--- config.mk ---
export PLATFORM = sky130hd
export DESIGN_NAME = fks_dist
export DESIGN_NICKNAME = d
export VERILOG_FILES = /design/src/rtl/fks_pkg.sv /design/src/rtl/fks_dist.sv
export SDC_FILE = /design/constraint.sdc
export NUM_CORES = 2
export LEC_CHECK = 0
export BUFFER_PORTS_ARGS = -buffer_cell sky130_fd_sc_hd__buf_2
export CAP_MARGIN = 20
export CORE_UTILIZATION = 29
export CTS_CLUSTER_SIZE = 14
export DETAILED_ROUTE_END_ITERATION = 7
export PLACE_DENSITY_LB_ADDON = 0.1
export SYNTH_ARGS = -nofsm -noshare
export SYNTH_HDL_FRONTEND = slang
export SYNTH_SLANG_ARGS = --single-unit
--- constraint.sdc ---
create_clock -name clk_i -period 6.6 [get_ports clk_i]
set_input_delay 0.99 -clock clk_i [delete_from_list [all_inputs] [get_ports clk_i]]
set_output_delay 0.99 -clock clk_i [all_outputs]
set_load 0.1 [all_outputs]
--- src/rtl/fks_pkg.sv ---
// ----------------------------------------------------------------------------
// fks_pkg
// shared constants and types of the farthest-k unload selector
// ----------------------------------------------------------------------------
package fks_pkg;

  localparam int LIST_DEPTH = 16;
  localparam int CHUNK_EDGE = 32;

  localparam int ID_W    = 16;
  localparam int COORD_W = 16;
  localparam int CTR_W   = 21;
  localparam int RANGE_W = 20;
  localparam int DIST_W  = 44;
  localparam int CFG_W   = 21;

  // block position of a chunk center, coordinate difference and its magnitude
  localparam int POS_W  = COORD_W + $clog2(CHUNK_EDGE) + 1;
  localparam int DIFF_W = ((POS_W > CTR_W) ? POS_W : CTR_W) + 1;
  localparam int ABS_W  = DIFF_W - 1;
  localparam int SQ_W   = 2 * ABS_W;

  // entry count holds zero up to the full depth
  localparam int CNT_W = $clog2(LIST_DEPTH + 1);

  // op codes
  localparam logic OP_OFFER  = 1'b0;
  localparam logic OP_FINISH = 1'b1;

  typedef enum logic [1:0] {
    CFG_CENTER_X   = 2'd0,
    CFG_CENTER_Y   = 2'd1,
    CFG_CENTER_Z   = 2'd2,
    CFG_LOAD_RANGE = 2'd3
  } cfg_idx_e;

  typedef struct packed {
    logic [ID_W-1:0]   id;
    logic [DIST_W-1:0] distance;
  } entry_t;

  typedef struct packed {
    logic insert;
    logic unload;
  } cell_ctrl_t;

  typedef struct packed {
    logic   valid;
    logic   op;
    logic   far;
    entry_t cand;
  } cand_t;

endpackage

--- src/rtl/fks_dist.sv ---
// ----------------------------------------------------------------------------
// fks_dist
// three-stage pipeline: offset, squares, sum of squared distance
// ----------------------------------------------------------------------------
module fks_dist
  import fks_pkg::*;
(
  input  logic                      clk_i,
  input  logic                      rst_ni,
  input  logic                      valid_i,
  input  logic                      op_i,
  input  logic [ID_W-1:0]           id_i,
  input  logic signed [COORD_W-1:0] x_i,
  input  logic signed [COORD_W-1:0] y_i,
  input  logic signed [COORD_W-1:0] z_i,
  input  logic signed [CTR_W-1:0]   center_x_i,
  input  logic signed [CTR_W-1:0]   center_y_i,
  input  logic signed [CTR_W-1:0]   center_z_i,
  input  logic [RANGE_W-1:0]        load_range_i,
  output cand_t                     cand_o,
  output logic                      fin_pending_o
);

  localparam logic signed [POS_W-1:0] EdgeS   = POS_W'(CHUNK_EDGE);
  localparam logic signed [POS_W-1:0] OffsetS = POS_W'(CHUNK_EDGE / 2 - 1);

  logic signed [POS_W-1:0]  pos_x, pos_y, pos_z;
  logic signed [DIFF_W-1:0] dif_x, dif_y, dif_z;
  logic [ABS_W-1:0]         abs_x_d, abs_y_d, abs_z_d;

  // stage 1
  logic             s1_valid_q, s1_op_q;
  logic [ID_W-1:0]  s1_id_q;
  logic [ABS_W-1:0] abs_x_q, abs_y_q, abs_z_q;
  // stage 2
  logic             s2_valid_q, s2_op_q, s2_far_q;
  logic [ID_W-1:0]  s2_id_q;
  logic [SQ_W-1:0]  sq_x_q, sq_y_q, sq_z_q;
  // stage 3
  logic             s3_valid_q, s3_op_q, s3_far_q;
  logic [ID_W-1:0]  s3_id_q;
  logic [DIST_W-1:0] dist_q;

  logic [ABS_W-1:0] range_ext;
  logic             far_d;

  assign pos_x = POS_W'(x_i) * EdgeS + OffsetS;
  assign pos_y = POS_W'(y_i) * EdgeS + OffsetS;
  assign pos_z = POS_W'(z_i) * EdgeS + OffsetS;

  assign dif_x = DIFF_W'(pos_x) - DIFF_W'(center_x_i);
  assign dif_y = DIFF_W'(pos_y) - DIFF_W'(center_y_i);
  assign dif_z = DIFF_W'(pos_z) - DIFF_W'(center_z_i);

  assign abs_x_d = dif_x[DIFF_W-1] ? ABS_W'(-dif_x) : ABS_W'(dif_x);
  assign abs_y_d = dif_y[DIFF_W-1] ? ABS_W'(-dif_y) : ABS_W'(dif_y);
  assign abs_z_d = dif_z[DIFF_W-1] ? ABS_W'(-dif_z) : ABS_W'(dif_z);

  // chebyshev distance beyond range when any axis is beyond it
  assign range_ext = ABS_W'(load_range_i);
  assign far_d     = (abs_x_q > range_ext) || (abs_y_q > range_ext) ||
                     (abs_z_q > range_ext);

  always_ff @(posedge clk_i or negedge rst_ni) begin
    if (!rst_ni) begin
      s1_valid_q <= 1'b0;
      s2_valid_q <= 1'b0;
      s3_valid_q <= 1'b0;
    end else begin
      s1_valid_q <= valid_i;
      s2_valid_q <= s1_valid_q;
      s3_valid_q <= s2_valid_q;
    end
  end

  always_ff @(posedge clk_i) begin
    s1_op_q  <= op_i;
    s1_id_q  <= id_i;
    abs_x_q  <= abs_x_d;
    abs_y_q  <= abs_y_d;
    abs_z_q  <= abs_z_d;

    s2_op_q  <= s1_op_q;
    s2_id_q  <= s1_id_q;
    s2_far_q <= far_d;
    sq_x_q   <= SQ_W'(abs_x_q) * SQ_W'(abs_x_q);
    sq_y_q   <= SQ_W'(abs_y_q) * SQ_W'(abs_y_q);
    sq_z_q   <= SQ_W'(abs_z_q) * SQ_W'(abs_z_q);

    s3_op_q  <= s2_op_q;
    s3_id_q  <= s2_id_q;
    s3_far_q <= s2_far_q;
    dist_q   <= DIST_W'(sq_x_q) + DIST_W'(sq_y_q) + DIST_W'(sq_z_q);
  end

  assign cand_o.valid         = s3_valid_q;
  assign cand_o.op            = s3_op_q;
  assign cand_o.far           = s3_far_q;
  assign cand_o.cand.id       = s3_id_q;
  assign cand_o.cand.distance = dist_q;

  assign fin_pending_o = (s1_valid_q && (s1_op_q == OP_FINISH)) ||
                         (s2_valid_q && (s2_op_q == OP_FINISH)) ||
                         (s3_valid_q && (s3_op_q == OP_FINISH));

endmodule

==> summary.txt <==
Clock network
  – Max Root-Sink Buffers: 3
  – Htree depth: 2
  – CTS Root Cell: clkbuf_16
  – Clock Pin Slew Worst Setup and Hold Paths: 0.06 ns
  – Number of hold buffers added after CTS: 0
  – Clock sinks: a little under 300
  – Clk_lat worst skew: between 0.6 and 0.7 ns
  – Inserted Clock Buffers: 42
  – CTS tree: done

Cells and area
  – Core Util, Final: 36.9%
  – Footprint of the multi-input gates: around 44,000 µm²
  – Fillers: ~19k
  – Layout Nets: 8,633
  – Register Area: 6050 µm²
  – Area Overhead vs Synth: 26.2%
  – Layout cells sized above 1: 22.5%

Synthesis
  – Post-synth EDFFs: 0
  – Distinct cells, synth: 78
  – Post-Synth Simple-Gate Area: a little over a tenth
  – Commonest cells post-synth: 1,445 x inv_1, 1,071 x fa_1, 647 x ha_1
  – Cell Area, Synth: 54,300 µm²
  – Synth Area in XOR/XNOR: 4.90%
  – Sequential fraction of the synthesis area: 10.9%
  – Synth Flop Type: dfxtp_1
  – Post-Synthesis Cells: 5,797
  – Synthesis warning total: 0
  – Compound-Gate Fraction of Synth Area: 7.91%
  – Ys async rst share: under 10%
  – Largest cells by area after synthesis: fa_1 39%, ha_1 15%, dfxtp_1 11%, inv_1 10%, nand2_1 3.4%
  – Share of Yosys cell area claimed by the top area cell type: 39.5%
  – Syn avg cell area: 9.37 µm²
  – Largest area contributor in the netlist: fa_1
  – Count leader, synth: inv_1
  – Mux contribution to synthesized area: less than 1%
  – Post-synthesis adder-cell area fraction: 54.4%
  – Largest family of logic cells by synthesized area: adder cells
  – Yosys reg bits: 295

Setup path
  – Reg2reg end: sq_y_q[41]$_DFF_P_
  – R2r startpoint: abs_y_q[4]$_DFF_P_
  – Setup CP Type: reg2reg
  – CP Data Required Time: 7.13 ns
  – R2R depth: 24
  – Startpoint types: register
  – Reg2Reg Setup Slack: -0.21 ns
  – Arr. time, crit path: 7.34 ns
  – Max FO, Critical Path: 6
  – Setup crit end kind: register

Detailed routing
  – DR DRC count: 0
  – Routed Antenna Nets: 0
  – DR vias/cell: 4.36
  – WL/cell: around 19 µm
  – Drt pass-1 iters: 5
  – Vias: roughly 40k
  – Routed WL: around 170,000 µm
  – Initial detailed-routing violation count: 1,669

Global route
  – Vias in the first global route: between 40k and 50k
  – Largest net degree at the start of global routing: 20
  – Total GRT Usage: 18.5%
  – Antenna violations before repair: 12
  – Global route overflow: 0
  – First-pass GRT wire length: 265,000 µm

Timing
  – Final setup fails: 10
  – RSZ-0062 raised after global routing: true
  – Setup_tns: -0.776 ns
  – Fmax: 147 MHz
  – Hold_ws: roughly 0.10 ns
  – Setup ws final: -0.211 ns
  – Max transition margin: 48.1%
  – Minimum clock period: approximately 6.8 ns
  – Worst Max-Slew Pin Slew: roughly 0.77 ns
  – Post-route clock period utilization: 103%
  – Clock Skew: 0.0481 ns
  – Final hold vios: 0
  – Pins Over Slew Limit: 0

Floorplan
  – Die height: roughly 430 µm
  – Initial Util: between 20% and 30%
  – Die Area: 189,000 µm²
  – Horiz. Die Dim: 435 µm
  – Number of I/O pins: roughly 220
  – Core Region: 186,000 µm²
  – FP Rows: 158

Outcome
  – Failing checks: setup timing
  – Status: finished with violations

Flow run
  – MaxCap Viol Count: 0

Worst hold path
  – Worst Hold Class: in2async

Placed design
  – IO Port Bufs: 214
  – Dpl ws: -0.601 ns
  – Final GP Congestion: 0.871
  – HPWL Detailed: 151,000 µm
-- routing by layer --
| metal | wire [µm] | global-route usage (%) | vias to the layer above |
|---|---|---|---|
| li1 | - | - | 19600 |
| met1 | 76500 | 24.0 | 20200 |
| met2 | 86400 | 32.7 | 536 |
| met3 | 5270 | 1.87 | 119 |
| met4 | 3730 | 4.13 | 8 |
| met5 | 49 | 0 | - |
-- cell families after synthesis --
group           count (synthesis)
fa+ha+maj                    1721
buf+inv                      1592
simple gates                 1214
compound gates                664
xor+xnor                      304
flops                         295
mux                             6
other cells                     1
-- area by class of cell --
| class | count | share of cell area [%] |
|---|---|---|
| clock buffers | 50 | 1.64 |
| diodes | 6 | 0.0219 |
| inverters | 1445 | 7.93 |
| well taps | 2480 | 4.53 |
| flip-flops and latches | 295 | 8.83 |
| clock inverters | 27 | 0.619 |
| multi-input cells | 3916 | 64.3 |
| repair buffers | 1064 | 12.1 |
-- stage by stage --
| step | std cells | cell area [µm²] |
|---|---|---|
| 2_1_floorplan | 5803 | 54500 |
| 3_3_place_gp | 9125 | 64200 |
| 3_5_place_dp | 9125 | 64200 |
| 4_1_cts | 9255 | 67600 |
| 5_1_grt | 9278 | 68500 |
| 6_report | 9283 | 68500 |
-- flip-flops by register name, indices dropped and copies added (netlist names) --
| signal | count |
|---|---|
| dist_q | 44 |
| sq_x_q | 43 |
| sq_y_q | 43 |
| sq_z_q | 43 |
| abs_x_q | 22 |
| abs_y_q | 22 |
| abs_z_q | 22 |
| s1_id_q | 16 |
| s2_id_q | 16 |
| s3_id_q | 16 |
| s1_op_q | 1 |
| s1_valid_q | 1 |
| s2_far_q | 1 |
| s2_op_q | 1 |
| s2_valid_q | 1 |
| s3_far_q | 1 |
| s3_op_q | 1 |
| s3_valid_q | 1 |
-- repair_timing --
| action | 4_1_cts | 5_1_grt |
|---|---|---|
| pin swaps | 201 | 155 |
| cloned | 1 | 1 |
| buffers inserted | 58 | 30 |
| hold endpoints to repair | 0 | 0 |
| resized for setup | 362 | 180 |
| endpoints found under the setup margin | 54 | 49 |
-- worst max-delay path: stages, from the launching register on --
cell	delay (ns)
dfxtp_2	0.34
buf_12	0.14
buf_4	0.14
nand2_1	0.08
fa_2	0.43
buf_4	0.15
fa_1	0.55
fa_1	0.45
fa_1	0.47
fa_1	0.57
fa_1	0.44
fa_1	0.53
inv_1	0.05
ha_1	0.29
and3_4	0.21
nor3b_4	0.19
nand3_1	0.10
or3_4	0.34
and3_4	0.18
o31ai_4	0.40
buf_4	0.20
o21ai_2	0.05
o211ai_1	0.16
nand2_1	0.09
xnor2_1	0.14
-- cell usage in the layout (no fill, tap or decap), types with 87 or more instances in the layout --
cell     count
inv_1     1416
fa_1      1029
buf_4      737
ha_1       608
nand2_1    458
dfxtp_1    244
and2_1     223
buf_2      214
nor2_1     202
xnor2_1    186
a21oi_1    169
a21o_1     114
xor2_1     104
o21ai_0     87
-- how the worst max path moves through the flow --
stage	start	end	slack [ns]	cells after the start
finish	abs_y_q[4]$_DFF_P_	sq_y_q[41]$_DFF_P_	-0.21	24
global route	abs_x_q[12]$_DFF_P_	sq_x_q[40]$_DFF_P_	-0.41	25
CTS	abs_y_q[11]$_DFF_P_	sq_y_q[43]$_DFF_P_	-0.20	26
detailed placement	abs_y_q[14]$_DFF_P_	sq_y_q[36]$_DFF_P_	-0.60	24
global placement	abs_y_q[14]$_DFF_P_	sq_y_q[36]$_DFF_P_	-0.53	24
floorplan	abs_y_q[1]$_DFF_P_	sq_y_q[40]$_DFF_P_	0.01	27
Power is left out: the tool's default activity adds up to more than one toggle a clock period on the data nets, which glitch-free logic cannot reach.
