[src/rtl/fks_pkg.sv]
// ----------------------------------------------------------------------------
// fks_pkg
// shared constants and types of the farthest-k unload selector
// ----------------------------------------------------------------------------
package fks_pkg;

  localparam int LIST_DEPTH = 16;
  localparam int CHUNK_EDGE = 32;

  localparam int ID_W    = 16;
  localparam int COORD_W = 16;
  localparam int CTR_W   = 21;
  localparam int RANGE_W = 20;
  localparam int DIST_W  = 44;
  localparam int CFG_W   = 21;

  // block position of a chunk center, coordinate difference and its magnitude
  localparam int POS_W  = COORD_W + $clog2(CHUNK_EDGE) + 1;
  localparam int DIFF_W = ((POS_W > CTR_W) ? POS_W : CTR_W) + 1;
  localparam int ABS_W  = DIFF_W - 1;
  localparam int SQ_W   = 2 * ABS_W;

  // entry count holds zero up to the full depth
  localparam int CNT_W = $clog2(LIST_DEPTH + 1);

  // op codes
  localparam logic OP_OFFER  = 1'b0;
  localparam logic OP_FINISH = 1'b1;

  typedef enum logic [1:0] {
    CFG_CENTER_X   = 2'd0,
    CFG_CENTER_Y   = 2'd1,
    CFG_CENTER_Z   = 2'd2,
    CFG_LOAD_RANGE = 2'd3
  } cfg_idx_e;

  typedef struct packed {
    logic [ID_W-1:0]   id;
    logic [DIST_W-1:0] distance;
  } entry_t;

  typedef struct packed {
    logic insert;
    logic unload;
  } cell_ctrl_t;

  typedef struct packed {
    logic   valid;
    logic   op;
    logic   far;
    entry_t cand;
  } cand_t;

endpackage

[src/rtl/fks_cell.sv]
// ----------------------------------------------------------------------------
// fks_cell
// one list slot: keeps, takes the candidate, or takes a neighbor's entry
// ----------------------------------------------------------------------------
module fks_cell
  import fks_pkg::*;
(
  input  logic       clk_i,
  input  cell_ctrl_t ctrl_i,
  input  logic       occupied_i,
  input  logic       prev_ge_i,
  input  entry_t     prev_entry_i,
  input  entry_t     next_entry_i,
  input  entry_t     cand_i,
  output entry_t     entry_o,
  output logic       ge_o
);

  entry_t entry_q, entry_d;

  // held entry stays ahead of an equal or nearer candidate
  assign ge_o = occupied_i && (entry_q.distance >= cand_i.distance);

  always_comb begin
    entry_d = entry_q;
    if (ctrl_i.unload) begin
      entry_d = next_entry_i;
    end else if (ctrl_i.insert && !ge_o) begin
      entry_d = prev_ge_i ? cand_i : prev_entry_i;
    end
  end

  always_ff @(posedge clk_i) begin
    entry_q <= entry_d;
  end

  assign entry_o = entry_q;

endmodule

[config.mk]
export PLATFORM = sky130hd
export DESIGN_NAME = fks_cell
export DESIGN_NICKNAME = d
export VERILOG_FILES = /design/src/rtl/fks_pkg.sv /design/src/rtl/fks_cell.sv
export SDC_FILE = /design/constraint.sdc
export NUM_CORES = 1
export LEC_CHECK = 0
export ABC_AREA = 1
export BUFFER_PORTS_ARGS = -buffer_cell sky130_fd_sc_hd__clkbuf_2
export CORE_AREA = 3 3 142 110
export DETAILED_ROUTE_END_ITERATION = 8
export DIE_AREA = 0 0 145 113
export GPL_TIMING_DRIVEN = 0
export PLACE_DENSITY_LB_ADDON = 0.2
export SLEW_MARGIN = 25
export SYNTH_ARGS = -nofsm -noshare
export SYNTH_HDL_FRONTEND = slang
export SYNTH_SLANG_ARGS = --single-unit
[constraint.sdc]
create_clock -name clk_i -period 2.75 [get_ports clk_i]
set_input_delay 0.1375 -clock clk_i [delete_from_list [all_inputs] [get_ports clk_i]]
set_output_delay 0.1375 -clock clk_i [all_outputs]
set_load 0.01 [all_outputs]
==> results of run 1 <==
[stage by stage]
stage               std cells  hold WS [ns]  instance area [µm²]
detailed placement        986         0.462                 5750
global route             1005         0.126                 6130
floorplan                 542         0.367                 4260
CTS                      1002         0.114                 6060
global placement          985         0.463                 5720
finish                   1005         0.126                 6130
[where the power goes]
| group | internal [W] | switching (W) |
|---|---|---|
| clock | 0.000789 | 0.000419 |
| combinational | 0.000329 | 0.000438 |
| sequential | 0.00113 | 0.0000446 |
[logic make-up (layout without fill, tap and decap cells)]
logic type	count (synthesis)	after routing	share of synthesized area
AND/OR/NAND/NOR	205	206	0.197
AO/OA/AOI/OAI	143	143	0.171
buffers and inverters	90	352	0.0797
flip-flops	60	60	0.424
adder cells (fa/ha/maj)	44	44	0.129
[final timing paths]
check	to
max	entry_o[43]
min	entry_o[29]
max reg2reg	entry_o[43]
min reg2reg	entry_o[0]
[cell usage in the layout, fill, tap and decap left out]
master,n
buf_16,1
nand2_1,114
nor2_4,3
clkbuf_16,10
a21boi_1,1
nand2_2,6
o21bai_1,1
nand3_2,1
buf_6,1
nand2_4,1
inv_2,1
edfxtp_1,60
clkinv_1,3
clkinv_2,1
bufinv_16,2
nand2_8,1
inv_1,61
o21ai_0,3
nand3_4,1
nor2_1,71
clkbuf_1,27
clkinvlp_4,1
nand3_1,4
a21o_1,1
buf_2,1
nor2_2,4
o21a_1,1
ha_1,44
clkbuf_2,243
a21oi_1,135
o21ai_1,1
[cell type report]
class,instances,area [µm²]
Buffer,26,98.8
Timing Repair Buffer,246,1280
Inverter,64,240
Multi-Input combinational cell,393,2150
Tap cell,200,250
Clock buffer,11,233
Fill cell,1502,8190
Sequential cell,60,1800
Clock inverter,5,76.3
[what timing repair did]
action	4_1_cts	5_1_grt
resized for setup	0	4
endpoints found under the setup margin	0	34
hold buffers	0	0
hold endpoints to repair	0	0
[layer usage]
| metal | share of wire | track usage |
|---|---|---|
| met5 | 0 | 0 |
| met4 | 0.014 | 0.0386 |
| met3 | 0.087 | 0.0588 |
| met2 | 0.44 | 0.283 |
| met1 | 0.46 | 0.221 |
[tightest hold or removal path, stage by stage]
cell and delay (ns):
clkbuf_2 0.08, nor2_1 0.03, a21oi_1 0.09
==> impl_metrics.ini, run 1 <==
[drt]
antenna_left = 0
vias = 4434
vias_per_cell = 4.41
drt_iter0_drc = 145
remaining_drc_errors = 0
post_drt_wl_per_cell_um = 14.6
drt-total-wl_um = 14600
drt-pass1-iter-count = 4

[power]
power.total_w = 0.00315
p_leak_nw = 3.16
ir_worst_vdd_mv = 0.265
cellPowerDensity_mw_per_mm2 = 514

[synthesis]
yosysSeqAreaShare = 0.424
synth-edff-count = 60
yosysMostFrequentCell = a21oi_1
synth_ff_type = edfxtp_1
synth_nets = 771
yosysWarnings = 0
yosys-top-cells-count = a21oi_1, nand2_1, nor2_1
avgSynthCellArea_um2 = 7.85
synth_area_leaders = edfxtp_1, a21oi_1, ha_1
synthArstFlopShare = 0
netlist_instances = 542
ys_ff_latch = 60
syn_area_mm2 = 0.00425
synth.distinct_cells = 22
synth.top_cell.area_share = 0.424
synth_area_leader_cell = edfxtp_1

[critical_path]
cp-startpoint = entry_o[11]
cp.required_ns = 2.83
end_kind = flop
worstPathCellList = ha_1 -> nand2_1 -> nor2_2 -> nand2_1 -> nor2_1 -> nand3_1 -> nand2_1 -> nor2_1 -> nand3_1 -> nand2_1 -> nand2_2 -> nand2_8 -> buf_16
rr_worst_depth = 13
reg2reg_from = entry_o[11]
path_class = flop to flop
critPathArrivalTime_ns = 2.53
startpoint_type = flop
crit_family = simple AND/OR/NAND/NOR gates
slowest_stage = edfxtp_1
path_buf_inv = 1
max_stage_delay_ns = 0.40
cp_max_fo = 17
cp.depth = 13
rrSetupSlack_ns = 0.30
crit_top_cell = nand2_1

[clocking]
clock_sinks = 60
cts_htree_levels = 3
cts_tree = yes
clk_latency_ns = 0.33
cts_made_buffers = 9
cts_root_buf = clkbuf_16
path_clk_slew_ns = 0.06
cts_setup_buffers = 0
cts.path.max_buffers = 2

[timing]
finalClockSkew_ns = 0.00707
timing.fmax_mhz = 409
fin_ws_ns = 0.302
hold_viol_final = 0
finalSetupTns_ns = 0
relSlewSlack = 0.453
drv_slew = 0
rsz0062_at_grt = false
worst_pin_slew_ns = 0.821
fin_crit_sh = 0.890
fin_crit_ns = 2.45
setup_viol = 0

[hold_path]
holdCritPathClass = primary input to flop
min-delay-start = next_entry_i[29]
min_path_cells = 3

[global_route]
grt_pass1_vias = 4401
grt_overflow = 0
grt_max_degree = 35
grtUsageTotal = 0.172
antenna_found_initial = 0
grt_pass1_wl_um = 22500

[floorplanning]
start_util = 0.297
die_area_mm2 = 0.0164
pin_count = 246
core-area_mm2 = 0.0143
die_w_um = 145
dieHeight_um = 113
rows = 38

[placed_design]
hpwl_um = 11300
gp_congestion = 0.808
post-place-ws_ns = 0.105
port_buffers = 243

[layout]
fin_util = 0.428
drive_above_1_share = 0.345
diodes = 0
syn_to_final_growth_pct = 44.0
nets = 1029
largest_reg_flops = 60

[status]
outcome = finished, final reports clean

[flow_run]
max_cap_viol_count = 0
(Power assumes the default switching activity.)
==> run 2: changes to the inputs <==
--- a/config.mk
+++ b/config.mk
@@ -5,11 +5,10 @@
 export SDC_FILE = /design/constraint.sdc
 export NUM_CORES = 1
 export LEC_CHECK = 0
-export ABC_AREA = 1
 export BUFFER_PORTS_ARGS = -buffer_cell sky130_fd_sc_hd__clkbuf_2
-export CORE_AREA = 3 3 142 110
+export CORE_AREA = 3 3 141 109
 export DETAILED_ROUTE_END_ITERATION = 8
-export DIE_AREA = 0 0 145 113
+export DIE_AREA = 0 0 144 112
 export GPL_TIMING_DRIVEN = 0
 export PLACE_DENSITY_LB_ADDON = 0.2
 export SLEW_MARGIN = 25
==> run 2 against run 1 <==
Net effect: flip-flop and latch count unchanged; critical path depth down 4; register-to-register slack worse by 0.19 ns; combinational power up 11%; cell area up 2.4%; first-iteration DRC count down 14%; synthesized area down 1.4%; die area down 1.6%; maximum frequency down 7.2%; clock skew down 0.00070 ns; non-clock buffer count up 7; setup slack worse by 0.19 ns; critical path type unchanged; highest routed layer unchanged.
==> impl_metrics.ini, run 2 <==
[timing]
setup_viol = 0
finalClockSkew_ns = 0.00636
drv_slew = 0
timing.fmax_mhz = 379
fin_crit_sh = 0.959
relSlewSlack = 0.640
fin_crit_ns = 2.64
finalSetupTns_ns = 0
hold_viol_final = 0
worst_pin_slew_ns = 0.539
fin_ws_ns = 0.113

[clocking]
cts_hold_buf = 0
cts.path.max_buffers = 2
path_clk_slew_ns = 0.05
cts_root_buf = clkbuf_16
cts_tree = yes
clk_latency_ns = 0.33
cts_htree_levels = 3
clock_sinks = 60
cts_made_buffers = 9

[power]
ir_worst_vdd_mv = 0.258
cellPowerDensity_mw_per_mm2 = 531
p_leak_nw = 3.25

[synthesis]
syn_area_mm2 = 0.00419
synthArstFlopShare = 0
synth_area_leader_cell = edfxtp_1
synth_ff_type = edfxtp_1
synth.top_cell.area_share = 0.430
synth_nets = 652
yosys-top-cells-count = nand2_1, o21ai_0, edfxtp_1, mux2i_1, inv_1
yosysSeqAreaShare = 0.430
synth-edff-count = 60
netlist_instances = 423
yosysMostFrequentCell = nand2_1
avgSynthCellArea_um2 = 9.91
yosysWarnings = 0
synth_area_leaders = edfxtp_1, mux2i_1, ha_1
synth.distinct_cells = 33
ys_ff_latch = 60

[hold_path]
holdCritPathClass = primary input to flop
min_path_cells = 3

[layout]
final_common_cell = clkbuf_2
nets = 922
design_area_mm2 = 0.00627
largest_reg_flops = 60
diodes = 0
fin_util = 0.441
final_cell_mix = clkbuf_2, nand2_1, o21ai_0, mux2i_1, edfxtp_1
multi_input_area_mm2 = 0.00223
fin_cells = 878
fillCellCount = 1410
drive_above_1_share = 0.428
syn_to_final_growth_pct = 49.6
regArea_mm2 = 0.00180

[floorplanning]
die_w_um = 144
core-area_mm2 = 0.0142
die_area_mm2 = 0.0161
dieHeight_um = 112
rows = 38
start_util = 0.295
pin_count = 246

[critical_path]
path_class = flop to flop
cp.required_ns = 2.80
startpoint_type = flop
cp.depth = 9
cp_max_fo = 11
crit_family = compound AO/OA/AOI/OAI gates
slowest_stage = edfxtp_1
crit_top_cell = clkbuf_16
worstPathCellList = ha_4 -> a21oi_1 -> o21ai_2 -> a221oi_2 -> o211ai_1 -> a311o_1 -> o21ai_4 -> clkbuf_16 -> clkbuf_16
critPathArrivalTime_ns = 2.69
rr_worst_depth = 9
path_buf_inv = 2
end_kind = flop
max_stage_delay_ns = 0.44

[placed_design]
dpl-instance-area_mm2 = 0.00573
port_buffers = 243
post-place-ws_ns = -0.259
dp_cells = 849
gp_congestion = 0.848
hpwl_um = 11000

[drt]
remaining_drc_errors = 0
vias_per_cell = 4.65
post_drt_wl_per_cell_um = 15.3
drt_iter0_drc = 125
drt-total-wl_um = 13500
drt-pass1-iter-count = 4
vias = 4081
antenna_left = 0

[flow_run]
max_cap_viol_count = 0

[status]
outcome = finished, final reports clean

[global_route]
grt_max_degree = 23
grtUsageTotal = 0.165
grt_pass1_vias = 4130
grt_overflow = 0
antenna_found_initial = 0
grt_pass1_wl_um = 20700
==> run 2: power breakdown <==
| part | switching (W) | internal (W) | leakage (nW) |
|---|---|---|---|
| sequential | 0.0000599 | 0.00115 | 0.622 |
| combinational | 0.000438 | 0.000410 | 2.46 |
| clock | 0.000398 | 0.000876 | 0.162 |
==> run 2: area by class of cell <==
type | count | area share
clock buffers | 10 | 0.0365
multi-input cells | 296 | 0.355
plain buffers | 20 | 0.0148
flip-flops and latches | 60 | 0.287
inverters | 47 | 0.0281
repair buffers | 259 | 0.226
clock inverters | 6 | 0.0164
well taps | 180 | 0.0359
==> run 2: worst paths after layout <==
kind / slack (ns) / startpoint / end
max: 0.11 / entry_o[35] / entry_o[56]
min: 0.08 / next_entry_i[24] / entry_o[24]
max reg2reg: 0.11 / entry_o[35] / entry_o[56]
min reg2reg: 1.20 / entry_o[27] / entry_o[23]
==> run 2: metrics by stage <==
step | power (W) | hold slack, ns
finish | 0.00333 | 0.0848
detailed placement | 0.00201 | 0.425
global route | 0.00352 | 0.0866
CTS | 0.00333 | 0.0650
global placement | 0.00198 | 0.417
floorplan | 0.00162 | 0.325
==> run 2: cell families (layout without fill, tap and decap cells) <==
| family | after synthesis | in the layout | share of synthesized area |
|---|---|---|---|
| buffers and inverters | 67 | 342 | 0.0641 |
| flip-flops | 60 | 60 | 0.430 |
| multiplexers | 60 | 60 | 0.143 |
| AO/OA/AOI/OAI | 96 | 96 | 0.128 |
| adder cells (fa/ha/maj) | 44 | 44 | 0.131 |
| AND/OR/NAND/NOR | 96 | 96 | 0.104 |
==> run 2: metal layers <==
| layer | share of wire | GRT usage |
|---|---|---|
| met5 | 0 | 0 |
| met4 | 0.019 | 0.0565 |
| met3 | 0.078 | 0.0520 |
| met2 | 0.46 | 0.258 |
| met1 | 0.44 | 0.216 |
==> run 2: repair_timing <==
item	CTS	global route
gates cloned	0	1
setup buffers	5	7
resized for setup	0	14
setup endpoints to repair	53	51
pin swaps	3	7
==> run 2: tightest hold or removal path, cell delays in order <==
cell      delay [ns]
clkbuf_2        0.08
nand2_1         0.04
o21ai_0         0.06
